[src/rtl/gdo_pkg.sv]
package gdo_pkg;

  // default upper year limit
  localparam int unsigned MAX_YEAR_DEF = 9999;

  // field widths
  localparam int YEAR_IN_W  = 14;
  localparam int MONTH_W    = 4;
  localparam int DAY_W      = 5;
  localparam int OFFSET_W   = 17;
  localparam int ORD_W      = 9;
  // running day index: covers ordinal plus or minus the largest offset
  localparam int T_W        = 18;
  // wide compare width for years up to the parameter's top value
  localparam int YEAR_CMP_W = 17;

  // position in the 400-year leap cycle
  localparam int CYC_W = 9;
  localparam logic [CYC_W-1:0] CYCLE_LEN = 9'd400;
  // restoring reduction: subtract 400 << k for k = MOD_STEPS-1 down to 0
  localparam int MOD_STEPS = 6;
  localparam int SHIFT_W   = 3;

  localparam logic [MONTH_W-1:0] MONTH_FEB = 4'd2;
  localparam logic [MONTH_W-1:0] MONTHS    = 4'd12;

  // commands from controller to datapath
  typedef struct packed {
    logic               load;
    logic               mod_step;
    logic [SHIFT_W-1:0] mod_shift;
    logic               check;
    logic               year_step;
    logic               month_step;
    logic               finish;
    logic               oor;
  } gdo_cmd_t;

  // status from datapath to controller
  typedef struct packed {
    logic valid;
    logic year_oor;
    logic year_fit;
    logic month_done;
  } gdo_stat_t;

  // leap test on the year's position in the 400-year cycle
  function automatic logic leap_of(input logic [CYC_W-1:0] c);
    return (c[1:0] == 2'b00) && (c != 9'd100) && (c != 9'd200) && (c != 9'd300);
  endfunction

  function automatic logic [DAY_W-1:0] days_in_month(input logic leap,
                                                     input logic [MONTH_W-1:0] m);
    logic [DAY_W-1:0] len;
    if (m == MONTH_FEB) begin
      len = leap ? 5'd29 : 5'd28;
    end else if (m inside {4'd4, 4'd6, 4'd9, 4'd11}) begin
      len = 5'd30;
    end else begin
      len = 5'd31;
    end
    return len;
  endfunction

  // days before the first of month m in a common year
  function automatic logic [ORD_W-1:0] cum_before(input logic [MONTH_W-1:0] m);
    logic [ORD_W-1:0] c;
    case (m)
      4'd1:    c = 9'd0;
      4'd2:    c = 9'd31;
      4'd3:    c = 9'd59;
      4'd4:    c = 9'd90;
      4'd5:    c = 9'd120;
      4'd6:    c = 9'd151;
      4'd7:    c = 9'd181;
      4'd8:    c = 9'd212;
      4'd9:    c = 9'd243;
      4'd10:   c = 9'd273;
      4'd11:   c = 9'd304;
      4'd12:   c = 9'd334;
      default: c = 9'd0;
    endcase
    return c;
  endfunction

  function automatic logic [ORD_W-1:0] year_len(input logic leap);
    return leap ? 9'd366 : 9'd365;
  endfunction

endpackage

[src/rtl/gdo_ctrl.sv]
module gdo_ctrl (
  input  logic               clk,
  input  logic               rst,
  input  logic               start,
  output logic               busy,
  output logic               done,
  output gdo_pkg::gdo_cmd_t  cmd,
  input  gdo_pkg::gdo_stat_t stat
);

  typedef enum logic [2:0] {
    S_IDLE,
    S_MOD,
    S_CHECK,
    S_YEAR,
    S_MONTH
  } state_t;

  state_t                       state;
  logic [gdo_pkg::SHIFT_W-1:0]  step;

  assign busy = (state != S_IDLE);

  // command decode
  always_comb begin
    cmd           = '0;
    cmd.mod_shift = step;
    case (state)
      S_IDLE:  cmd.load = start;
      S_MOD:   cmd.mod_step = 1'b1;
      S_CHECK: cmd.check = 1'b1;
      S_YEAR: begin
        if (!stat.valid) begin
          cmd.finish = 1'b1;
        end else if (stat.year_oor) begin
          cmd.finish = 1'b1;
          cmd.oor    = 1'b1;
        end else if (!stat.year_fit) begin
          cmd.year_step = 1'b1;
        end
      end
      S_MONTH: begin
        if (stat.month_done) begin
          cmd.finish = 1'b1;
        end else begin
          cmd.month_step = 1'b1;
        end
      end
      default: cmd = '0;
    endcase
  end

  // state and result strobe
  always_ff @(posedge clk) begin
    if (rst) begin
      state <= S_IDLE;
      step  <= '0;
      done  <= 1'b0;
    end else begin
      done <= cmd.finish;
      case (state)
        S_IDLE: begin
          if (start) begin
            state <= S_MOD;
            step  <= gdo_pkg::SHIFT_W'(gdo_pkg::MOD_STEPS - 1);
          end
        end
        S_MOD: begin
          if (step == '0) begin
            state <= S_CHECK;
          end else begin
            step <= step - 1'b1;
          end
        end
        S_CHECK: state <= S_YEAR;
        S_YEAR: begin
          if (!stat.valid || stat.year_oor) begin
            state <= S_IDLE;
          end else if (stat.year_fit) begin
            state <= S_MONTH;
          end
        end
        S_MONTH: begin
          if (stat.month_done) begin
            state <= S_IDLE;
          end
        end
        default: state <= S_IDLE;
      endcase
    end
  end

endmodule

[src/rtl/gdo_datapath.sv]
module gdo_datapath #(
  parameter int unsigned MaxYear = gdo_pkg::MAX_YEAR_DEF
) (
  input  logic                              clk,
  input  logic [gdo_pkg::YEAR_IN_W-1:0]     in_year,
  input  logic [gdo_pkg::MONTH_W-1:0]       in_month,
  input  logic [gdo_pkg::DAY_W-1:0]         in_day,
  input  logic signed [gdo_pkg::OFFSET_W-1:0] day_offset,
  input  gdo_pkg::gdo_cmd_t                 cmd,
  output gdo_pkg::gdo_stat_t                stat,
  output logic                              date_valid,
  output logic                              is_leap,
  output logic [gdo_pkg::ORD_W-1:0]         ordinal_day,
  output logic [gdo_pkg::YEAR_IN_W-1:0]     out_year,
  output logic [gdo_pkg::MONTH_W-1:0]       out_month,
  output logic [gdo_pkg::DAY_W-1:0]         out_day,
  output logic                              out_of_range
);

  localparam int YEAR_W = $clog2(MaxYear + 1);
  localparam logic [gdo_pkg::YEAR_CMP_W-1:0] MAX_Y = gdo_pkg::YEAR_CMP_W'(MaxYear);
  localparam int T_W = gdo_pkg::T_W;

  // captured input date
  logic [gdo_pkg::YEAR_IN_W-1:0] yr_in;
  logic [gdo_pkg::MONTH_W-1:0]   mo_in;
  logic [gdo_pkg::DAY_W-1:0]     dy_in;
  logic [gdo_pkg::OFFSET_W-1:0]  off_in;

  // working registers
  logic [gdo_pkg::YEAR_IN_W-1:0] rem;
  logic [gdo_pkg::CYC_W-1:0]     cyc;
  logic [YEAR_W-1:0]             yr;
  logic [gdo_pkg::MONTH_W-1:0]   mo;
  logic [T_W-1:0]                t;
  logic                          valid_r;
  logic                          leap_r;
  logic [gdo_pkg::ORD_W-1:0]     ord_r;

  logic [gdo_pkg::YEAR_IN_W-1:0] mod_sub;
  logic                          in_leap;
  logic                          in_valid;
  logic [gdo_pkg::ORD_W-1:0]     in_ord;
  logic [T_W-1:0]                t_init;
  logic [gdo_pkg::CYC_W-1:0]     cyc_inc;
  logic [gdo_pkg::CYC_W-1:0]     cyc_dec;
  logic [gdo_pkg::ORD_W-1:0]     len_cur;
  logic [gdo_pkg::ORD_W-1:0]     len_prev;
  logic [gdo_pkg::DAY_W-1:0]     mdays;
  logic                          neg;
  logic                          over;
  logic                          echo;

  // year mod 400 reduction step
  assign mod_sub = gdo_pkg::YEAR_IN_W'(gdo_pkg::CYCLE_LEN) << cmd.mod_shift;

  // legality, leap and ordinal of the input date
  assign in_leap  = gdo_pkg::leap_of(rem[gdo_pkg::CYC_W-1:0]);
  assign in_valid = (yr_in != '0) && (gdo_pkg::YEAR_CMP_W'(yr_in) <= MAX_Y) &&
                    (mo_in != '0) && (mo_in <= gdo_pkg::MONTHS) &&
                    (dy_in != '0) && (dy_in <= gdo_pkg::days_in_month(in_leap, mo_in));
  assign in_ord   = gdo_pkg::cum_before(mo_in) + gdo_pkg::ORD_W'(dy_in) +
                    gdo_pkg::ORD_W'(in_leap && (mo_in > gdo_pkg::MONTH_FEB));
  assign t_init   = {{(T_W - gdo_pkg::ORD_W){1'b0}}, in_ord} +
                    {{(T_W - gdo_pkg::OFFSET_W){off_in[gdo_pkg::OFFSET_W-1]}}, off_in} -
                    T_W'(1);

  // year walk
  assign cyc_inc  = (cyc == gdo_pkg::CYCLE_LEN - 1'b1) ? '0 : cyc + 1'b1;
  assign cyc_dec  = (cyc == '0) ? gdo_pkg::CYCLE_LEN - 1'b1 : cyc - 1'b1;
  assign len_cur  = gdo_pkg::year_len(gdo_pkg::leap_of(cyc));
  assign len_prev = gdo_pkg::year_len(gdo_pkg::leap_of(cyc_dec));
  assign neg      = t[T_W-1];
  assign over     = !neg && (t >= T_W'(len_cur));

  // month walk
  assign mdays = gdo_pkg::days_in_month(gdo_pkg::leap_of(cyc), mo);

  // status
  assign stat.valid      = valid_r;
  assign stat.year_oor   = (neg && (yr == YEAR_W'(1))) ||
                           (over && (gdo_pkg::YEAR_CMP_W'(yr) == MAX_Y));
  assign stat.year_fit   = !neg && !over;
  assign stat.month_done = (mo == gdo_pkg::MONTHS) || (t < T_W'(mdays));

  assign echo = !valid_r || cmd.oor;

  always_ff @(posedge clk) begin
    // capture on transfer
    if (cmd.load) begin
      yr_in  <= in_year;
      mo_in  <= in_month;
      dy_in  <= in_day;
      off_in <= day_offset;
      rem    <= in_year;
    end
    if (cmd.mod_step && (rem >= mod_sub)) begin
      rem <= rem - mod_sub;
    end
    // check and set up the walk
    if (cmd.check) begin
      leap_r  <= in_leap;
      valid_r <= in_valid;
      ord_r   <= in_valid ? in_ord : '0;
      cyc     <= rem[gdo_pkg::CYC_W-1:0];
      yr      <= YEAR_W'(yr_in);
      mo      <= 4'd1;
      t       <= t_init;
    end
    // one year per step, either direction
    if (cmd.year_step) begin
      if (neg) begin
        yr  <= yr - 1'b1;
        cyc <= cyc_dec;
        t   <= t + T_W'(len_prev);
      end else begin
        yr  <= yr + 1'b1;
        cyc <= cyc_inc;
        t   <= t - T_W'(len_cur);
      end
    end
    if (cmd.month_step) begin
      mo <= mo + 1'b1;
      t  <= t - T_W'(mdays);
    end
    // result registers
    if (cmd.finish) begin
      date_valid   <= valid_r;
      is_leap      <= leap_r;
      ordinal_day  <= ord_r;
      out_of_range <= cmd.oor;
      out_year     <= echo ? yr_in : gdo_pkg::YEAR_IN_W'(yr);
      out_month    <= echo ? mo_in : mo;
      out_day      <= echo ? dy_in : t[gdo_pkg::DAY_W-1:0] + 1'b1;
    end
  end

endmodule

[src/rtl/gregorian_date_offset_top.sv]
// Gregorian date offset: a transfer is taken when start is high and busy is low;
// the block then checks the date, finds its leap flag and day of year, and walks
// to the date day_offset days away. It works on one date at a time. After the
// transfer, the block reduces the year modulo 400, checks the date, then walks
// the years one at a time and then the months one at a time; the result is
// registered. An illegal date finishes after the check, with no walk. Each
// result is on the output ports for exactly one cycle with done high; the
// receiver cannot stall, so it must take the result in that cycle. The outputs
// hold their values until the next result.
module gregorian_date_offset_top #(
  parameter int unsigned MaxYear = gdo_pkg::MAX_YEAR_DEF
) (
  input  logic                                clk,
  input  logic                                rst,
  input  logic                                start,
  output logic                                busy,
  input  logic [gdo_pkg::YEAR_IN_W-1:0]       in_year,
  input  logic [gdo_pkg::MONTH_W-1:0]         in_month,
  input  logic [gdo_pkg::DAY_W-1:0]           in_day,
  input  logic signed [gdo_pkg::OFFSET_W-1:0] day_offset,
  output logic                                done,
  output logic                                date_valid,
  output logic                                is_leap,
  output logic [gdo_pkg::ORD_W-1:0]           ordinal_day,
  output logic [gdo_pkg::YEAR_IN_W-1:0]       out_year,
  output logic [gdo_pkg::MONTH_W-1:0]         out_month,
  output logic [gdo_pkg::DAY_W-1:0]           out_day,
  output logic                                out_of_range
);

  gdo_pkg::gdo_cmd_t  cmd;
  gdo_pkg::gdo_stat_t stat;

  gdo_ctrl u_ctrl (
    .clk   (clk),
    .rst   (rst),
    .start (start),
    .busy  (busy),
    .done  (done),
    .cmd   (cmd),
    .stat  (stat)
  );

  gdo_datapath #(
    .MaxYear (MaxYear)
  ) u_datapath (
    .clk          (clk),
    .in_year      (in_year),
    .in_month     (in_month),
    .in_day       (in_day),
    .day_offset   (day_offset),
    .cmd          (cmd),
    .stat         (stat),
    .date_valid   (date_valid),
    .is_leap      (is_leap),
    .ordinal_day  (ordinal_day),
    .out_year     (out_year),
    .out_month    (out_month),
    .out_day      (out_day),
    .out_of_range (out_of_range)
  );

endmodule

[config.mk]
export PLATFORM = sky130hd
export DESIGN_NAME = gregorian_date_offset_top
export DESIGN_NICKNAME = d
export VERILOG_FILES = /design/src/rtl/gdo_pkg.sv /design/src/rtl/gdo_ctrl.sv /design/src/rtl/gdo_datapath.sv /design/src/rtl/gregorian_date_offset_top.sv
export SDC_FILE = /design/constraint.sdc
export NUM_CORES = 1
export LEC_CHECK = 0
export ABC_AREA = 1
export BUFFER_PORTS_ARGS = -buffer_cell sky130_fd_sc_hd__buf_2
export CAP_MARGIN = 20
export CORE_ASPECT_RATIO = 0.5
export CORE_MARGIN = 2
export CORE_UTILIZATION = 35
export DETAILED_ROUTE_END_ITERATION = 7
export PLACE_DENSITY = 0.54
export SYNTH_ARGS = -nofsm -noshare
export SYNTH_HDL_FRONTEND = slang
export SYNTH_HIERARCHICAL = 1
export SYNTH_SLANG_ARGS = --single-unit
[constraint.sdc]
create_clock -name clk -period 4.1 [get_ports clk]
set_clock_uncertainty 0.05 [all_clocks]
set_input_delay 0.82 -clock clk [delete_from_list [all_inputs] [get_ports clk]]
set_output_delay 0.82 -clock clk [all_outputs]
set_load 0.01 [all_outputs]
Word-level counts from Yosys, hierarchy flattened
Memory sizes are Yosys's and may differ from the RTL's. A register that Yosys moved wholly into a read port is not among the register bits.
Index checks and enable logic that the tools add are counted.
Operators by class
  reduce and logical (&&, ||, !) cells: 47
  shift operators: 1
  add/sub/neg operators: 15
  equal/unequal tests: 32
  order comparisons: 7
  multiplexer cells: 53
Operators with widths (number)
  $mux 14: 6
  $mux 18: 4
  $mux 9: 5
  $ne 9x7->1 const B: 3
  $ne 9x8->1 const B: 3
  $ne 9x9->1 const B: 3
  $mux 3: 8
  $eq 4x4->1 const B: 5
  $logic_and 1x1->1: 20
  $add 10x17->18: 1
  $add 18x9->18: 1
  $ge 18x9->1: 1
  $lt 18x5->1: 1
  $sub 18x1->18 const B: 1
  $sub 18x5->18: 1
  $sub 18x9->18: 1
  $mux 1: 17
  $eq 4x3->1 const B: 4
  $mux 4: 4
  $mux 5: 3
  $pmux 3 s5: 1
  $add 14x1->14 const B: 1
  $eq 14x1->1 const B: 1
  $eq 14x14->1 const B: 1
  other kinds (39): 59
Storage, ports and cells
  memories: 1
  flip-flop bits (word level): 152
  bits of input ports: 43
  bits in read-only memories: 144
Memory list
  (no name shown): words 16, bits a word 9, rd ports 1, clocked after Yosys merged registers in 1, write ports 0, RTL line gdo_pkg.sv:68  | case (m)

Logic depth before layout (Yosys ltp)
  depth after elaboration: 15
  depth in mapped cells: 30

Modules after synthesis
The synthesis kept the hierarchy.
By module, submodules not included
  gdo_datapath: area an instance 10706.5 um2, sequential area each 4534.3 um2, instances 1, cells each 1334
  gdo_ctrl: area an instance 480.5 um2, sequential area each 140.1 um2, instances 1, cells each 75

Worst setup path after synthesis
Ideal clock, no wire load.
  path kind: in2reg
  from: input port start
  to: register with a tool-made name
  setup time: 0.137 ns
  slack: -0.392 ns
  arrival time: 4.304 ns
  required time: 3.913 ns
  buffers on the path: 0
  cell stages on the path: 9
  cell sequence: inv_1 -> nor2_1 -> inv_1 -> or2_2 -> o21ai_0 -> inv_1 -> ha_1 -> o21ai_0 -> o22ai_1
RTL lines
  start, declared: RTL line gregorian_date_offset_top.sv:15  | input logic start,

Worst setup path after layout
  from: register u_datapath/rem[2] (netlist bit)
  to: register u_datapath.t[8], data pin
Between the ends
  word-level cells in the longest chain between the ends: 11
Ends and longest elaborated chain
  start, declared: RTL line gdo_datapath.sv:31  | logic [gdo_pkg::YEAR_IN_W-1:0] rem;
  start signal, assigned: RTL line gdo_datapath.sv:95  | rem <= in_year;
  start signal, assigned: RTL line gdo_datapath.sv:98  | rem <= rem - mod_sub;
  $ne 9x7->1: RTL line gdo_pkg.sv:49  | return (c[1:0] == 2'b00) && (c != 9'd100) && (c != 9'd200) && (c != 9'd300);
  $logic_and 1x1->1 (2 in series): RTL line gdo_pkg.sv:49
  $logic_and 1x1->1 *: RTL line gdo_pkg.sv:49
  $logic_and 1x1->1 *: RTL line gdo_datapath.sv:63  | gdo_pkg::ORD_W'(in_leap && (mo_in > gdo_pkg::MONTH_FEB));
  $add 9x1->9 *: RTL line gdo_datapath.sv:62  | assign in_ord = gdo_pkg::cum_before(mo_in) + gdo_pkg::ORD_W'(dy_in) +
  $add 10x17->18 *: RTL line gdo_datapath.sv:64  | assign t_init = {{(T_W - gdo_pkg::ORD_W){1'b0}}, in_ord} +
  $sub 18x1->18 *: RTL line gdo_datapath.sv:65  | {{(T_W - gdo_pkg::OFFSET_W){off_in[gdo_pkg::OFFSET_W-1]}}, off_in} -
  $mux 18 *: RTL line gdo_datapath.sv:101  | if (cmd.check) begin
  $mux 18 *: RTL line gdo_datapath.sv:111  | if (cmd.year_step) begin
  $mux 18 *: RTL line gdo_datapath.sv:122  | if (cmd.month_step) begin
  end signal, assigned: RTL line gdo_datapath.sv:108  | t <= t_init;
  end signal, assigned: RTL line gdo_datapath.sv:115  | t <= t + T_W'(len_prev);
  end signal, assigned: RTL line gdo_datapath.sv:124  | t <= t - T_W'(mdays);
  end, declared: RTL line gdo_datapath.sv:35  | logic [T_W-1:0] t;
Mark *: on every way between the ends. The rest lies on a longest branch, timed or not. The select of a mux whose other input is x is not followed.
A chain may end at the register's enable or synchronous reset.

==> impl_metrics.csv <==
group,metric,value,unit
critical_path,cp-startpoint,"u_datapath/rem[2]$_DFFE_PP_",
logic_synthesis,synth.area.top_cells,"sky130_fd_sc_hd__edfxtp_1 39%, sky130_fd_sc_hd__nand2_1 12%, sky130_fd_sc_hd__ha_1 8.2%",
detailed_routing,via_count,10019,
clock_tree,holdBufCountCts,0,
power_and_ir_drop,ir_drop,0.509,mV
critical_path,worst_setup_path_start_kind,"flop",
timing,finalHoldWorstSlack,0.368,ns
worst_hold_path,min_delay_worst_type,"reg2reg",
timing,hold_viol,0,
logic_synthesis,number_of_flops_mapped_to_enable_cells_by_yosys,145,
logic_synthesis,post_synth_inst_count,1409,
clock_tree,clk_path_buf_depth,2,
logic_synthesis,synthesis.yosys.warnings,6,
clock_tree,clock_tree.root_cell,"sky130_fd_sc_hd__clkbuf_16",
global_routing,gr-max-usage-layer,"met2",
detailed_routing,route.final.wire_length,31500,um
detailed_routing,drt-initial-drc-count,652,
worst_hold_path,hold_path.startpoint,"u_datapath/ord_r[8]$_SDFFCE_PN0P_",
detailed_routing,antenna_violating_nets_post_route,0,
timing,period_needed,4.12,ns
finish,finalNonFillerCells,2027,
floorplanning,row_count,46,
placement,numPlacedInstances,1983,
timing,layout_worst_path_cycle_share,100,%
critical_path,setup.worst_path.class,"reg2reg",
clock_tree,cts_inserted_buffers,17,
detailed_routing,detail_route.first_pass.iterations,5,
critical_path,worstPathMaxFanout,4,
timing,finalSetupTns,-0.0227,ns
logic_synthesis,netlist.top_cell.by_area,"sky130_fd_sc_hd__edfxtp_1",
floorplanning,core_area,31500,um^2
global_routing,grt_overflow_total,0,
floorplanning,floorplan.initialDensity,35.5,%
critical_path,worst_ep_required_time,4.24,ns
global_routing,grt_pass1_vias,9422,
global_routing,globalRouteTotalUtil,18.6,%
floorplanning,boundaryPins,80,
critical_path,worst-endpoint-arrival,4.26,ns
logic_synthesis,synth_seq_cells,161,
finish,final_net_count,1704,
logic_synthesis,synthDominantCellAreaShare,38.9,%
floorplanning,die_width,257,um
critical_path,max_stage_delay,0.40,ns
critical_path,worstSetupEndpointType,"flop",
global_routing,initial_antenna_violation_count,0,
global_routing,groute.layer.met1.usage,25.4,%
critical_path,reg2reg_start,"u_datapath/rem[2]$_DFFE_PP_",
detailed_routing,routed_via_density,4.94,
timing,achievable-frequency,243,MHz
status,failed_checks,"negative setup slack",
timing,rsz0062_at_grt,"true",
global_routing,gr-usage-met2,30.5,%
global_routing,pin_count_of_the_biggest_net_entering_global_routing,41,
floorplanning,die_area,33500,um^2
finish,finalInstanceArea,14000,um^2
clock_tree,cts_max_level,4,
detailed_routing,post_drt_wl_per_cell,15.5,um
power_and_ir_drop,power_density,953,nW/um^2
placement,hpwlAfterDp,24200,um
clock_tree,clk_pin_slew_worst_paths,0.07,ns
timing,relSlewSlack,52.0,%
clock_tree,cts_tree,"built",
finish,num_antenna_cells,0,
logic_synthesis,synth_fp_nets,1531,
global_routing,grt_pass1_wl,48900,um
timing,timing.final.ws_setup,-0.0167,ns
timing,timing.final.max_slew_violations,0,
placement,globalplace.congestion,0.908,
finish,layout-drive-gt1-share,23.9,%
critical_path,cpMostUsedCell,"sky130_fd_sc_hd__nand2_2",
power_and_ir_drop,power.static_leakage,6.25,nW
logic_synthesis,synth_flop_cell,"sky130_fd_sc_hd__edfxtp_1",
placement,placement.cell_area,12800,um^2
logic_synthesis,netlist_area,11200,um^2
timing,setup_viol_count_final,2,
logic_synthesis,syn_area_per_cell,7.94,um^2
floorplanning,die_h,130,um
logic_synthesis,synthTopCellsByCount,"352 x sky130_fd_sc_hd__nand2_1, 179 x sky130_fd_sc_hd__inv_1, 145 x sky130_fd_sc_hd__edfxtp_1",
placement,port-buffer-count,79,
clock_tree,clock_sink_count,161,
critical_path,cell_at_the_slowest_stage_of_the_critical_path,"sky130_fd_sc_hd__edfxtp_1",
logic_synthesis,synth.yosys.seq_area_share,41.8,%
finish,areaGrowthSynthToFinish,25.0,%
logic_synthesis,synthArstFlopShare,0,%
status,outcome,"finished with violations",
job,drv_cap,0,
global_routing,met3_usage,3.57,%
logic_synthesis,synth_cell_types,53,
clock_tree,clkLatencyLatePin,0.45,ns
detailed_routing,residual_drc_count,0,
timing,worst_pin_slew,0.712,ns
logic_synthesis,most_instantiated_library_cell_after_synthesis,"sky130_fd_sc_hd__nand2_1",
-- per-stage QoR --
step	setup WS, ns	util (%)	total power, W
global placement	-0.268	40.6	0.0103
CTS	0.000270	42.8	0.0123
finish	-0.0167	44.3	0.0133
detailed placement	-0.388	40.6	0.0104
floorplan	-0.0711	-	0.00773
global route	-0.259	44.3	0.0144
-- kinds of logic (layout without fill, tap and decap cells) --
group,Yosys count,in the layout,synth area share [%]
xor+xnor,45,45,3.52
buf+inv,237,423,8.56
compound gates,232,232,11.4
fa+ha+maj,79,79,9.24
flops,161,161,41.8
simple gates,655,655,25.5
-- registers in the layout (all words and copies together) (netlist names), 5 cells and up, named ones only --
name and flops:
u_datapath/out_year 14, u_datapath/yr_in 14, u_datapath/cyc 9, u_datapath/t 18
u_datapath/yr 14, u_datapath/rem 14, u_datapath/ordinal_day 9, u_datapath/off_in 17
u_datapath/ord_r 9, u_datapath/out_day 5, u_datapath/dy_in 5
-- what timing repair did --
action                                 CTS  global route
setup endpoints to repair               15           109
resized for setup                       32            98
pin swaps                                7            45
endpoints found under the hold margin    0             0
gates cloned                             0             0
setup buffers                            1            10
-- layout by cell type (no fill, tap or decap), drive strengths merged, types with 4 or more instances in the layout --
cell        n
nor2      137
nor4        6
xnor2      14
o21bai      4
xor2       31
nand3     101
a31oi      11
clkbuf     20
edfxtp    145
nand3b      6
inv       199
fa          6
nor3       27
nand4      13
a21o        4
nand2     359
o211ai      5
clkinvlp    5
ha         73
dfxtp      16
buf       194
o22ai       6
clkinv      4
o21ai     126
or2         5
a21oi      66
-- worst max-delay path: cells and delay by family (launching register included) --
| family | cells | cell delay (ns) |
|---|---|---|
| adders and majority gates | 4 | 1.37 |
| and+or+nand+nor | 9 | 0.77 |
| AOI/OAI and AO/OA | 7 | 0.71 |
| buffers and inverters | 4 | 0.43 |
| DFF | 1 | 0.40 |
| xor gates and xnor gates | 1 | 0.14 |
-- per-layer routing --
metal / wire, um / vias to the layer above
li1: - / 5044
met1: 15300 / 4731
met2: 14600 / 216
met3: 1220 / 28
met4: 384 / 0
met5: 0 / -
-- layout make-up --
class / count / area, um^2
Clock buffer: 19 / 433
Clock inverter: 13 / 126
Fill cell: 3194 / 17600
Inverter: 196 / 742
Multi-Input combinational cell: 1011 / 6080
Sequential cell: 161 / 4670
Tap cell: 432 / 541
Timing Repair Buffer: 195 / 1390
-- final timing paths --
check	cells after the start	slack, ns	endpoint
setup / recovery	25	-0.02	u_datapath/t[8]$_DFFE_PP_
hold / removal	0	0.37	u_datapath/ordinal_day[8]$_DFFE_PP_
setup reg to reg	25	-0.02	u_datapath/t[8]$_DFFE_PP_
hold reg to reg	0	0.37	u_datapath/ordinal_day[8]$_DFFE_PP_
-- power breakdown --
| group | internal (W) | switching (W) | leakage [nW] |
|---|---|---|---|
| Sequential | 0.00262 | 0.000544 | 1.48 |
| Clock | 0.000844 | 0.000710 | 0.257 |
| Combinational | 0.00373 | 0.00488 | 4.51 |
Note: power is estimated with default switching activity, not from simulation.
